--- config.mk ---
export PLATFORM = sky130hd
export DESIGN_NAME = ordered_array_list_engine_flat
export DESIGN_NICKNAME = d
export VERILOG_FILES = /design/src/design/oale_pkg.sv /design/src/design/oale_req_if.sv /design/src/design/oale_rsp_if.sv /design/src/design/oale_ram.sv /design/src/design/ordered_array_list_engine.sv /design/src/flat_wrapper.sv
export VERILOG_INCLUDE_DIRS = /design/src /design/src/design
export SDC_FILE = /design/constraint.sdc
export NUM_CORES = 2
export LEC_CHECK = 0
export BUFFER_PORTS_ARGS = -buffer_cell sky130_fd_sc_hd__buf_2
export CAP_MARGIN = 5
export CORE_MARGIN = 2
export CORE_UTILIZATION = 29
export CTS_CLUSTER_DIAMETER = 200
export CTS_CLUSTER_SIZE = 30
export DETAILED_ROUTE_END_ITERATION = 10
export PLACE_DENSITY = 0.49
export SYNTH_ARGS = -nofsm -noshare
export SYNTH_HDL_FRONTEND = slang
export SYNTH_HIERARCHICAL = 1
export SYNTH_SLANG_ARGS = --single-unit
export TNS_END_PERCENT = 10
--- constraint.sdc ---
create_clock -name clk -period 8.1 [get_ports clk]
set_input_delay 0.405 -clock clk [delete_from_list [all_inputs] [get_ports clk]]
set_output_delay 0.405 -clock clk [all_outputs]
set_load 0.05 [all_outputs]
--- src/design/ordered_array_list_engine_defines.svh ---
// ----------------------------------------------------------------------------
// ordered array list engine: assertion macros
// concurrent check wrappers, compiled out when NO_ASSERTIONS is set
// ----------------------------------------------------------------------------
`ifndef ORDERED_ARRAY_LIST_ENGINE_DEFINES_SVH
`define ORDERED_ARRAY_LIST_ENGINE_DEFINES_SVH

`ifndef NO_ASSERTIONS

// same-cycle implication
`define OALE_ASSERT_IMP(lbl, ck, rn, ante, cons) \
	lbl: assert property (@(posedge ck) disable iff (!rn) (ante) |-> (cons)) \
		else $error("oale: same-cycle check failed");

// next-cycle implication
`define OALE_ASSERT_NXT(lbl, ck, rn, ante, cons) \
	lbl: assert property (@(posedge ck) disable iff (!rn) (ante) |=> (cons)) \
		else $error("oale: next-cycle check failed");

`else

`define OALE_ASSERT_IMP(lbl, ck, rn, ante, cons)
`define OALE_ASSERT_NXT(lbl, ck, rn, ante, cons)

`endif

`endif

--- src/design/oale_pkg.sv ---
// ----------------------------------------------------------------------------
// oale_pkg
// word widths, request and status codes of the ordered array list engine
// ----------------------------------------------------------------------------
`default_nettype none

package oale_pkg;

	// word field widths on the channels
	localparam int REQ_W   = 3;
	localparam int POS_W   = 5;
	localparam int KEY_W   = 64;
	localparam int PAY_W   = 32;
	localparam int STAT_W  = 2;
	localparam int TOTAL_W = 6;

	typedef enum logic [REQ_W-1:0] {
		REQ_INSERT = 3'd0,
		REQ_DELETE = 3'd1,
		REQ_GET    = 3'd2,
		REQ_UPDATE = 3'd3,
		REQ_FIND   = 3'd4,
		REQ_CLEAR  = 3'd5
	} req_t;

	typedef enum logic [STAT_W-1:0] {
		ST_OK    = 2'd0,
		ST_FULL  = 2'd1,
		ST_MISS  = 2'd2,
		ST_RANGE = 2'd3
	} status_t;

endpackage

`default_nettype wire

--- src/design/oale_req_if.sv ---
// ----------------------------------------------------------------------------
// oale_req_if
// request channel: valid/ready handshake carrying one request word
// ----------------------------------------------------------------------------
`default_nettype none

interface oale_req_if
	import oale_pkg::*;
();
	logic               valid;
	logic               ready;
	logic [REQ_W-1:0]   req_type;
	logic [POS_W-1:0]   position;
	logic               at_end;
	logic [KEY_W-1:0]   item_key;
	logic [PAY_W-1:0]   item_payload;

	modport source (
		output valid, req_type, position, at_end, item_key, item_payload,
		input  ready
	);

	modport sink (
		input  valid, req_type, position, at_end, item_key, item_payload,
		output ready
	);
endinterface

`default_nettype wire

--- src/design/oale_rsp_if.sv ---
// ----------------------------------------------------------------------------
// oale_rsp_if
// response channel: valid/ready handshake carrying one result word
// ----------------------------------------------------------------------------
`default_nettype none

interface oale_rsp_if
	import oale_pkg::*;
();
	logic                 valid;
	logic                 ready;
	logic [STAT_W-1:0]    status;
	logic [POS_W-1:0]     found_position;
	logic [KEY_W-1:0]     out_key;
	logic [PAY_W-1:0]     out_payload;
	logic [TOTAL_W-1:0]   entry_total;

	modport source (
		output valid, status, found_position, out_key, out_payload, entry_total,
		input  ready
	);

	modport sink (
		input  valid, status, found_position, out_key, out_payload, entry_total,
		output ready
	);
endinterface

`default_nettype wire

--- src/design/oale_ram.sv ---
// ----------------------------------------------------------------------------
// oale_ram
// generic single-write, single-read ram with registered read data
// ----------------------------------------------------------------------------
`default_nettype none

module oale_ram #(
	parameter int WIDTH = 8,
	parameter int DEPTH = 16,
	localparam int AW   = (DEPTH > 1) ? $clog2(DEPTH) : 1
) (
	input  wire logic             clk,
	input  wire logic             we,
	input  wire logic [AW-1:0]    waddr,
	input  wire logic [WIDTH-1:0] wdata,
	input  wire logic             re,
	input  wire logic [AW-1:0]    raddr,
	output logic      [WIDTH-1:0] rdata
);

	logic [WIDTH-1:0] mem_q [DEPTH];
	logic [WIDTH-1:0] rdata_q;

	always_ff @(posedge clk) begin
		if (we) begin
			mem_q[waddr] <= wdata;
		end
		if (re) begin
			rdata_q <= mem_q[raddr];
		end
	end

	assign rdata = rdata_q;

endmodule

`default_nettype wire

--- src/design/ordered_array_list_engine.sv ---
// ----------------------------------------------------------------------------
// ordered_array_list_engine
// fixed-capacity ordered list of key/payload entries in one ram, with a
// small sequencer for insert, delete, get, update, find and clear
// ----------------------------------------------------------------------------
// One request word gives one result word. Requests are handled one at a time:
// the request side is ready only while the sequencer is idle, and a new word
// may be taken while the previous result still waits on the response side.
// All entries sit in a single ram with one write and one registered read
// port, and every shift or scan runs through that port one entry a cycle, so
// the ram port sets the rate. Clear and rejected requests touch no entry,
// a delete of the last entry moves nothing, and find stops at its first
// match. A result waits in the sequencer while the response side still
// holds the previous one. No clearing pass is needed after reset: entries
// beyond the count are never read.
// ----------------------------------------------------------------------------
`default_nettype none
`include "ordered_array_list_engine_defines.svh"

module ordered_array_list_engine
	import oale_pkg::*;
#(
	parameter int CAPACITY     = 32,
	parameter int KEY_BITS     = 64,
	parameter int PAYLOAD_BITS = 32
) (
	input  wire logic   clk,
	input  wire logic   arst_n,
	oale_req_if.sink    req,
	oale_rsp_if.source  rsp
);

	// index and count widths
	localparam int AW  = (CAPACITY > 1) ? $clog2(CAPACITY) : 1;
	localparam int CW  = $clog2(CAPACITY + 1);
	localparam int XW  = (CW > POS_W) ? CW : POS_W;
	localparam int TW  = (CW > TOTAL_W) ? CW : TOTAL_W;
	localparam int FW  = (AW > POS_W) ? AW : POS_W;
	localparam int PWX = (PAYLOAD_BITS > PAY_W) ? PAYLOAD_BITS : PAY_W;
	localparam int DW  = KEY_BITS + PAYLOAD_BITS;

	localparam logic [CW-1:0] CAP_C = CW'(CAPACITY);

	// sequencer states, one-hot
	typedef enum logic [6:0] {
		S_IDLE    = 7'b0000001,
		S_MOVE    = 7'b0000010,
		S_PUT     = 7'b0000100,
		S_GET_RD  = 7'b0001000,
		S_GET_CAP = 7'b0010000,
		S_FIND    = 7'b0100000,
		S_DONE    = 7'b1000000
	} state_t;

	state_t state_q, state_d;

	// control registers
	logic [CW-1:0] count_q, count_d;     // live entries
	logic [CW-1:0] cnt_nx_q, cnt_nx_d;   // count once the request completes
	logic [CW-1:0] left_q, left_d;       // reads still to issue
	logic [AW-1:0] rp_q, rp_d;           // read pointer
	logic [AW-1:0] wp_q, wp_d;           // write pointer for moved entries
	logic [AW-1:0] put_q, put_d;         // slot for the new entry
	logic [AW-1:0] cidx_q, cidx_d;       // index of the entry on the read port
	logic          pend_q, pend_d;       // read data on the port is live
	logic          up_q, up_d;           // shift direction, set for insert
	logic          ovalid_q, ovalid_d;

	// payload registers
	logic [KEY_BITS-1:0]     key_q, key_d;
	logic [PAYLOAD_BITS-1:0] pay_q, pay_d;
	status_t                 res_st_q, res_st_d;
	logic [POS_W-1:0]        res_found_q, res_found_d;
	logic [KEY_BITS-1:0]     res_key_q, res_key_d;
	logic [PAYLOAD_BITS-1:0] res_pay_q, res_pay_d;
	status_t                 out_st_q, out_st_d;
	logic [POS_W-1:0]        out_found_q, out_found_d;
	logic [KEY_BITS-1:0]     out_key_q, out_key_d;
	logic [PAYLOAD_BITS-1:0] out_pay_q, out_pay_d;
	logic [TOTAL_W-1:0]      out_total_q, out_total_d;

	// ram port
	logic          ram_we, ram_re;
	logic [AW-1:0] ram_waddr;
	logic [DW-1:0] ram_wdata, ram_rdata;
	logic [KEY_BITS-1:0]     rd_key;
	logic [PAYLOAD_BITS-1:0] rd_pay;

	// request decode helpers
	logic [XW-1:0]  pos_x, cnt_x;
	logic [AW-1:0]  pos_i;
	logic           in_range, full;
	logic [CW-1:0]  cnt_p1, cnt_m1, left_ins, left_del;
	logic [PWX-1:0] px, opx;
	logic [FW-1:0]  fx;
	logic [TW-1:0]  tx;

	oale_ram #(
		.WIDTH (DW),
		.DEPTH (CAPACITY)
	) u_ram (
		.clk   (clk),
		.we    (ram_we),
		.waddr (ram_waddr),
		.wdata (ram_wdata),
		.re    (ram_re),
		.raddr (rp_q),
		.rdata (ram_rdata)
	);

	assign rd_key = ram_rdata[DW-1:PAYLOAD_BITS];
	assign rd_pay = ram_rdata[PAYLOAD_BITS-1:0];

	// position against count, widened so neither side loses bits
	assign pos_x    = XW'(req.position);
	assign cnt_x    = XW'(count_q);
	assign pos_i    = pos_x[AW-1:0];
	assign in_range = pos_x < cnt_x;
	assign full     = count_q == CAP_C;
	assign cnt_p1   = count_q + CW'(1);
	assign cnt_m1   = count_q - CW'(1);
	// insert moves entries p..n-1 up, delete moves p+1..n-1 down
	assign left_ins = CW'(cnt_x - pos_x);
	assign left_del = CW'(cnt_x - pos_x - XW'(1));
	assign px       = PWX'(req.item_payload);
	assign fx       = FW'(cidx_q);
	assign tx       = TW'(cnt_nx_q);

	always_comb begin
		state_d     = state_q;
		count_d     = count_q;
		cnt_nx_d    = cnt_nx_q;
		left_d      = left_q;
		rp_d        = rp_q;
		wp_d        = wp_q;
		put_d       = put_q;
		cidx_d      = cidx_q;
		pend_d      = pend_q;
		up_d        = up_q;
		ovalid_d    = ovalid_q;
		key_d       = key_q;
		pay_d       = pay_q;
		res_st_d    = res_st_q;
		res_found_d = res_found_q;
		res_key_d   = res_key_q;
		res_pay_d   = res_pay_q;
		out_st_d    = out_st_q;
		out_found_d = out_found_q;
		out_key_d   = out_key_q;
		out_pay_d   = out_pay_q;
		out_total_d = out_total_q;
		ram_we      = 1'b0;
		ram_re      = 1'b0;
		ram_waddr   = wp_q;
		ram_wdata   = ram_rdata;

		// result word taken
		if (ovalid_q && rsp.ready) begin
			ovalid_d = 1'b0;
		end

		unique case (state_q)
			S_IDLE: begin
				if (req.valid) begin
					key_d       = req.item_key[KEY_BITS-1:0];
					pay_d       = px[PAYLOAD_BITS-1:0];
					res_st_d    = ST_OK;
					res_found_d = '0;
					res_key_d   = '0;
					res_pay_d   = '0;
					cnt_nx_d    = count_q;
					pend_d      = 1'b0;
					state_d     = S_DONE;
					unique case (req_t'(req.req_type))
						REQ_INSERT: begin
							// full check comes before the position check
							if (full) begin
								res_st_d = ST_FULL;
							end else if (req.at_end) begin
								put_d    = count_q[AW-1:0];
								cnt_nx_d = cnt_p1;
								state_d  = S_PUT;
							end else if (!in_range) begin
								res_st_d = ST_RANGE;
							end else begin
								put_d    = pos_i;
								rp_d     = cnt_m1[AW-1:0];
								left_d   = left_ins;
								up_d     = 1'b1;
								cnt_nx_d = cnt_p1;
								state_d  = S_MOVE;
							end
						end
						REQ_DELETE: begin
							if (!in_range) begin
								res_st_d = ST_RANGE;
							end else begin
								cnt_nx_d = cnt_m1;
								rp_d     = pos_i + AW'(1);
								left_d   = left_del;
								up_d     = 1'b0;
								// removing the last entry moves nothing
								if (left_del != '0) begin
									state_d = S_MOVE;
								end
							end
						end
						REQ_GET: begin
							if (!in_range) begin
								res_st_d = ST_RANGE;
							end else begin
								rp_d    = pos_i;
								state_d = S_GET_RD;
							end
						end
						REQ_UPDATE: begin
							if (!in_range) begin
								res_st_d = ST_RANGE;
							end else begin
								put_d   = pos_i;
								state_d = S_PUT;
							end
						end
						REQ_FIND: begin
							// miss unless a live entry matches
							res_st_d = ST_MISS;
							rp_d     = '0;
							left_d   = count_q;
							if (count_q != '0) begin
								state_d = S_FIND;
							end
						end
						REQ_CLEAR: begin
							cnt_nx_d = '0;
						end
						default: begin
							// unused codes change nothing
						end
					endcase
				end
			end
			S_MOVE: begin
				// read one entry while writing the one read in the previous cycle
				ram_re    = left_q != '0;
				ram_we    = pend_q;
				ram_waddr = wp_q;
				ram_wdata = ram_rdata;
				if (left_q != '0) begin
					pend_d = 1'b1;
					wp_d   = up_q ? rp_q + AW'(1) : rp_q - AW'(1);
					rp_d   = up_q ? rp_q - AW'(1) : rp_q + AW'(1);
					left_d = left_q - CW'(1);
				end else begin
					pend_d  = 1'b0;
					state_d = up_q ? S_PUT : S_DONE;
				end
			end
			S_PUT: begin
				ram_we    = 1'b1;
				ram_waddr = put_q;
				ram_wdata = {key_q, pay_q};
				state_d   = S_DONE;
			end
			S_GET_RD: begin
				ram_re  = 1'b1;
				state_d = S_GET_CAP;
			end
			S_GET_CAP: begin
				res_key_d = rd_key;
				res_pay_d = rd_pay;
				state_d   = S_DONE;
			end
			S_FIND: begin
				// compare the entry on the read port, fetch the next one
				ram_re = left_q != '0;
				if (pend_q && (rd_key == key_q)) begin
					res_st_d    = ST_OK;
					res_found_d = fx[POS_W-1:0];
					pend_d      = 1'b0;
					state_d     = S_DONE;
				end else if (left_q != '0) begin
					pend_d = 1'b1;
					cidx_d = rp_q;
					rp_d   = rp_q + AW'(1);
					left_d = left_q - CW'(1);
				end else begin
					pend_d  = 1'b0;
					state_d = S_DONE;
				end
			end
			S_DONE: begin
				// hand the result to the output register once it is free
				if (!ovalid_q || rsp.ready) begin
					ovalid_d    = 1'b1;
					out_st_d    = res_st_q;
					out_found_d = res_found_q;
					out_key_d   = res_key_q;
					out_pay_d   = res_pay_q;
					out_total_d = tx[TOTAL_W-1:0];
					count_d     = cnt_nx_q;
					state_d     = S_IDLE;
				end
			end
			default: begin
				state_d = S_IDLE;
			end
		endcase
	end

	// control state
	always_ff @(posedge clk or negedge arst_n) begin
		if (!arst_n) begin
			state_q  <= S_IDLE;
			count_q  <= '0;
			cnt_nx_q <= '0;
			left_q   <= '0;
			rp_q     <= '0;
			wp_q     <= '0;
			put_q    <= '0;
			cidx_q   <= '0;
			pend_q   <= 1'b0;
			up_q     <= 1'b0;
			ovalid_q <= 1'b0;
		end else begin
			state_q  <= state_d;
			count_q  <= count_d;
			cnt_nx_q <= cnt_nx_d;
			left_q   <= left_d;
			rp_q     <= rp_d;
			wp_q     <= wp_d;
			put_q    <= put_d;
			cidx_q   <= cidx_d;
			pend_q   <= pend_d;
			up_q     <= up_d;
			ovalid_q <= ovalid_d;
		end
	end

	// request and result words
	always_ff @(posedge clk) begin
		key_q       <= key_d;
		pay_q       <= pay_d;
		res_st_q    <= res_st_d;
		res_found_q <= res_found_d;
		res_key_q   <= res_key_d;
		res_pay_q   <= res_pay_d;
		out_st_q    <= out_st_d;
		out_found_q <= out_found_d;
		out_key_q   <= out_key_d;
		out_pay_q   <= out_pay_d;
		out_total_q <= out_total_d;
	end

	// channel outputs
	assign opx                = PWX'(out_pay_q);
	assign req.ready          = state_q == S_IDLE;
	assign rsp.valid          = ovalid_q;
	assign rsp.status         = out_st_q;
	assign rsp.found_position = out_found_q;
	assign rsp.out_key        = KEY_W'(out_key_q);
	assign rsp.out_payload    = opx[PAY_W-1:0];
	assign rsp.entry_total    = out_total_q;

	// a full answer only ever comes from a full list
	`OALE_ASSERT_IMP(a_full_cnt, clk, arst_n, rsp.valid && (rsp.status == ST_FULL), count_q == CAP_C)
	// the count moves only when a result is handed over
	`OALE_ASSERT_NXT(a_cnt_hold, clk, arst_n, state_q != S_DONE, $stable(count_q))
	// shifting never reads the slot it is writing
	`OALE_ASSERT_IMP(a_no_clash, clk, arst_n, ram_we && ram_re, ram_waddr != rp_q)
	// the ram is quiet between requests
	`OALE_ASSERT_IMP(a_idle_quiet, clk, arst_n, state_q == S_IDLE, !ram_we && !ram_re)

endmodule

`default_nettype wire

--- src/flat_wrapper.sv ---
// flat-port wrapper written by rule: the top's interface ports become plain ports
module ordered_array_list_engine_flat import oale_pkg::*;
#(
	parameter int CAPACITY     = 32,
	parameter int KEY_BITS     = 64,
	parameter int PAYLOAD_BITS = 32
)
  (clk, arst_n, req_valid, req_req_type, req_position, req_at_end, req_item_key, req_item_payload, req_ready, rsp_valid, rsp_status, rsp_found_position, rsp_out_key, rsp_out_payload, rsp_entry_total, rsp_ready);
  oale_req_if req_i ();
  oale_rsp_if rsp_i ();
  input  wire logic clk;
  input  wire logic arst_n;
  input wire logic [$bits(req_i.valid)-1:0] req_valid;
  input wire logic [$bits(req_i.req_type)-1:0] req_req_type;
  input wire logic [$bits(req_i.position)-1:0] req_position;
  input wire logic [$bits(req_i.at_end)-1:0] req_at_end;
  input wire logic [$bits(req_i.item_key)-1:0] req_item_key;
  input wire logic [$bits(req_i.item_payload)-1:0] req_item_payload;
  output wire logic [$bits(req_i.ready)-1:0] req_ready;
  output wire logic [$bits(rsp_i.valid)-1:0] rsp_valid;
  output wire logic [$bits(rsp_i.status)-1:0] rsp_status;
  output wire logic [$bits(rsp_i.found_position)-1:0] rsp_found_position;
  output wire logic [$bits(rsp_i.out_key)-1:0] rsp_out_key;
  output wire logic [$bits(rsp_i.out_payload)-1:0] rsp_out_payload;
  output wire logic [$bits(rsp_i.entry_total)-1:0] rsp_entry_total;
  input wire logic [$bits(rsp_i.ready)-1:0] rsp_ready;
  assign req_i.valid = req_valid;
  assign req_i.req_type = req_req_type;
  assign req_i.position = req_position;
  assign req_i.at_end = req_at_end;
  assign req_i.item_key = req_item_key;
  assign req_i.item_payload = req_item_payload;
  assign req_ready = req_i.ready;
  assign rsp_valid = rsp_i.valid;
  assign rsp_status = rsp_i.status;
  assign rsp_found_position = rsp_i.found_position;
  assign rsp_out_key = rsp_i.out_key;
  assign rsp_out_payload = rsp_i.out_payload;
  assign rsp_entry_total = rsp_i.entry_total;
  assign rsp_i.ready = rsp_ready;
  ordered_array_list_engine #(.CAPACITY(CAPACITY), .KEY_BITS(KEY_BITS), .PAYLOAD_BITS(PAYLOAD_BITS)) u_core (.clk(clk), .arst_n(arst_n), .req(req_i), .rsp(rsp_i));
endmodule
==> flow_summary.ini <==
[worst_setup_path]
path_class = flip-flop to flip-flop
r2r_cells = 6
crit_required_ns = 8.61
crit_arrival_ns = 5.69
path_max_fanout = 29
end_kind = flip-flop
cp-start-kind = flip-flop
reg2reg_from = u_core/state_q[1]
rr_endpoint = u_core/u_ram/mem_q[17][24]
r2r_slack_ns = 2.93

[placed_design]
dp_hpwl_um = 213000
portBuffers = 219
place_ws_ns = 2.99
gp_congestion = 0.771

[logic_synthesis]
postSynthCellCount = 6723
synthArstFlopShare = 0.0136
ys_types = 86
synthesis.nets = 6847
synth_seq_cells = 3524
synth_edf_count = 3476
syn_area_um2 = 135000
synthFlopType = edfxtp_1
synth_warnings = 6
synth_area_per_cell_um2 = 20.1
ys_seq_area_frac = 0.781

[clocking]
cts-root-buf = clkbuf_16
clk_latency_ns = 0.90
htreeDepth = 4
cts_tree = done
clock_path_buffers = 4
cts_resized = 0
cts_buffers = 139
post_cts_buffers = 0
clock-sinks = 3524
cts.clk_slew.worst_paths_ns = 0.12

[global_routing]
grt_pass1_wl_um = 539000
track_usage = 0.161
grt_max_degree = 116
grt-ovfl-total = 0
grt_pass1_vias = 66800
antenna_found_initial = 28

[detailed_routing]
dr.pass1.iters = 6
num_vias = 67200
wire_per_inst_um = 29.8
drc = 0
first_iter_violations = 7597
top_layer = met4
drt-total-wl_um = 392000
vias_per_cell = 5.09
met2_length_um = 188000
final_antenna_net_count = 0
met3_length_um = 24100
m1WireLength_um = 173000

[power]
p_leak_nw = 46.7
ir_drop_mv = 0.371
pwr_density_cell_nw_per_um2 = 288
finalPower_mw = 42.9

[timing]
fin_crit_sh = 0.639
fmax_ghz = 0.193
finalSetupViolCount = 0
finalCriticalPeriod_ns = 5.17
fin_ws_ns = 2.93
max-slew-margin-rel = 0.0720
rsz0062_at_grt = false
tightestPinTransition_ns = 1.39
finalClockSkew_ns = 0.0427
report.final.hold_viol_count = 0
drv_slew = 0
setup_tns_ns = 0

[floorplanning]
ioPinCount = 220
core.rowCount = 250
start_util = 0.291
die_w_um = 687
dieArea_um2 = 471000
coreArea_um2 = 464000
die_h_um = 687

[outcome]
status = finished clean

[flow_run]
maxCapViolCount = 0

[hold_path]
min_from = req_req_type[0]
whs_path_depth = 4
hold_end = u_core/up_q
hp-class = input port to flip-flop

[final_layout]
layout_commonest_cell = edfxtp_1
final_cell_mix = edfxtp_1 (3476), mux2i_1 (770), a22oi_1 (521)
drive_gt1_frac = 0.157
synthToLayoutAreaGrowth_pct = 10.4
fin_nets = 7107
flip-flops by register name, indices dropped and copies added (netlist names), 6 cells and up:
register                flops
u_core/u_ram/mem_q       3072
u_core/u_ram/rdata         96
u_core/key_q               64
u_core/res_key_q           64
u_core/rsp.out_key         64
u_core/pay_q               32
u_core/res_pay_q           32
u_core/rsp.out_payload     32
u_core/state_q              7
u_core/cnt_nx_q             6
u_core/cnt_x                6
u_core/left_q               6
u_core/rsp.entry_total      6
routing by layer:
metal | up-vias | GRT usage
li1 | 28000 | -
met1 | 36800 | 0.227
met2 | 2072 | 0.268
met3 | 297 | 0.0250
met4 | 0 | 0.0278
met5 | - | 0
area by class of cell:
type | count | area, µm²
clock buffer | 154 | 3620
clock inverter | 5 | 72.6
timing repair buffer | 481 | 3920
multi-input combinational | 2800 | 28000
sequential | 3524 | 106000
antenna | 12 | 30.0
tap | 6174 | 7720
inverter | 37 | 155
fill | 44000 | 315000
power by group:
part / switching [mW] / total (mW) / internal [mW]
Sequential: 0.569 / 22.0 / 21.5
Clock: 5.40 / 8.67 / 3.28
Combinational: 7.78 / 12.2 / 4.43
critical path, stage by stage (launching register included):
cell and delay, ns:
dfrtp_1 0.45, nor4_1 0.68, nand3_4 0.58, mux2_2 0.52
nand3b_1 0.71, nor2_4 1.07, buf_4 0.65
synth_stat cells, drive strengths merged, types with 14 or more instances:
library cell,number,area share
edfxtp,3476,0.77
mux2i,770,0.057
a22oi,521,0.029
mux4,384,0.064
nand3,214,0.0079
buf,187,0.0078
clkbuf,175,0.0050
and2,107,0.0050
mux2,99,0.0083
nor2,87,0.0025
nand2,76,0.0021
a31oi,61,0.0028
nand4,61,0.0028
o21ai,58,0.0021
xnor2,56,0.0036
a22o,52,0.0034
dfrtp,47,0.0087
a21oi,36,0.0014
inv,35,0.00097
nor2b,26,0.0012
nor3,22,0.00089
nand2b,15,0.00069
ha,14,0.0013
cell families (layout without fill, tap and decap cells):
group                      Yosys count  in the layout  synth area share
DFF                               3524           3524             0.781
muxes                             1253           1253             0.129
AOI/OAI and AO/OA                  806            806            0.0437
and+or+nand+nor                    661            661            0.0260
buffers and inverters              399            677            0.0139
xor gates and xnor gates            65             65           0.00421
adders and majority gates           15             15           0.00144
other                                0             12                 0
worst max path at each step:
stage                                  to  depth (start not counted)  slack (ns)               from
6_report       u_core/u_ram/mem_q[17][24]                          6        2.93  u_core/state_q[1]
3_5_place_dp   u_core/u_ram/mem_q[17][15]                          6        2.99  u_core/state_q[1]
3_3_place_gp    u_core/u_ram/mem_q[17][8]                          6        2.95  u_core/state_q[1]
2_1_floorplan   u_core/u_ram/mem_q[12][0]                          8        0.96  u_core/state_q[0]
5_1_grt        u_core/u_ram/mem_q[17][24]                          6        2.73  u_core/state_q[1]
4_1_cts        u_core/u_ram/mem_q[17][24]                          6        2.91  u_core/state_q[1]
repair_timing:
| item | 4_1_cts | 5_1_grt |
|---|---|---|
| hold buffers | 107 | 0 |
| endpoints found under the hold margin | 158 | 0 |
| endpoints found under the setup margin | 0 | 0 |
stage by stage:
step	std cells	instance area, µm²	utilization	hold WS (ns)
floorplan	6723	135000	-	0.109
finish	13200	149000	0.322	0.125
global route	13200	149000	0.322	0.103
CTS	13200	149000	0.321	0.0151
global placement	12900	144000	0.311	0.407
detailed placement	12900	144000	0.311	0.405
Note: power is estimated with default switching activity, not from simulation.
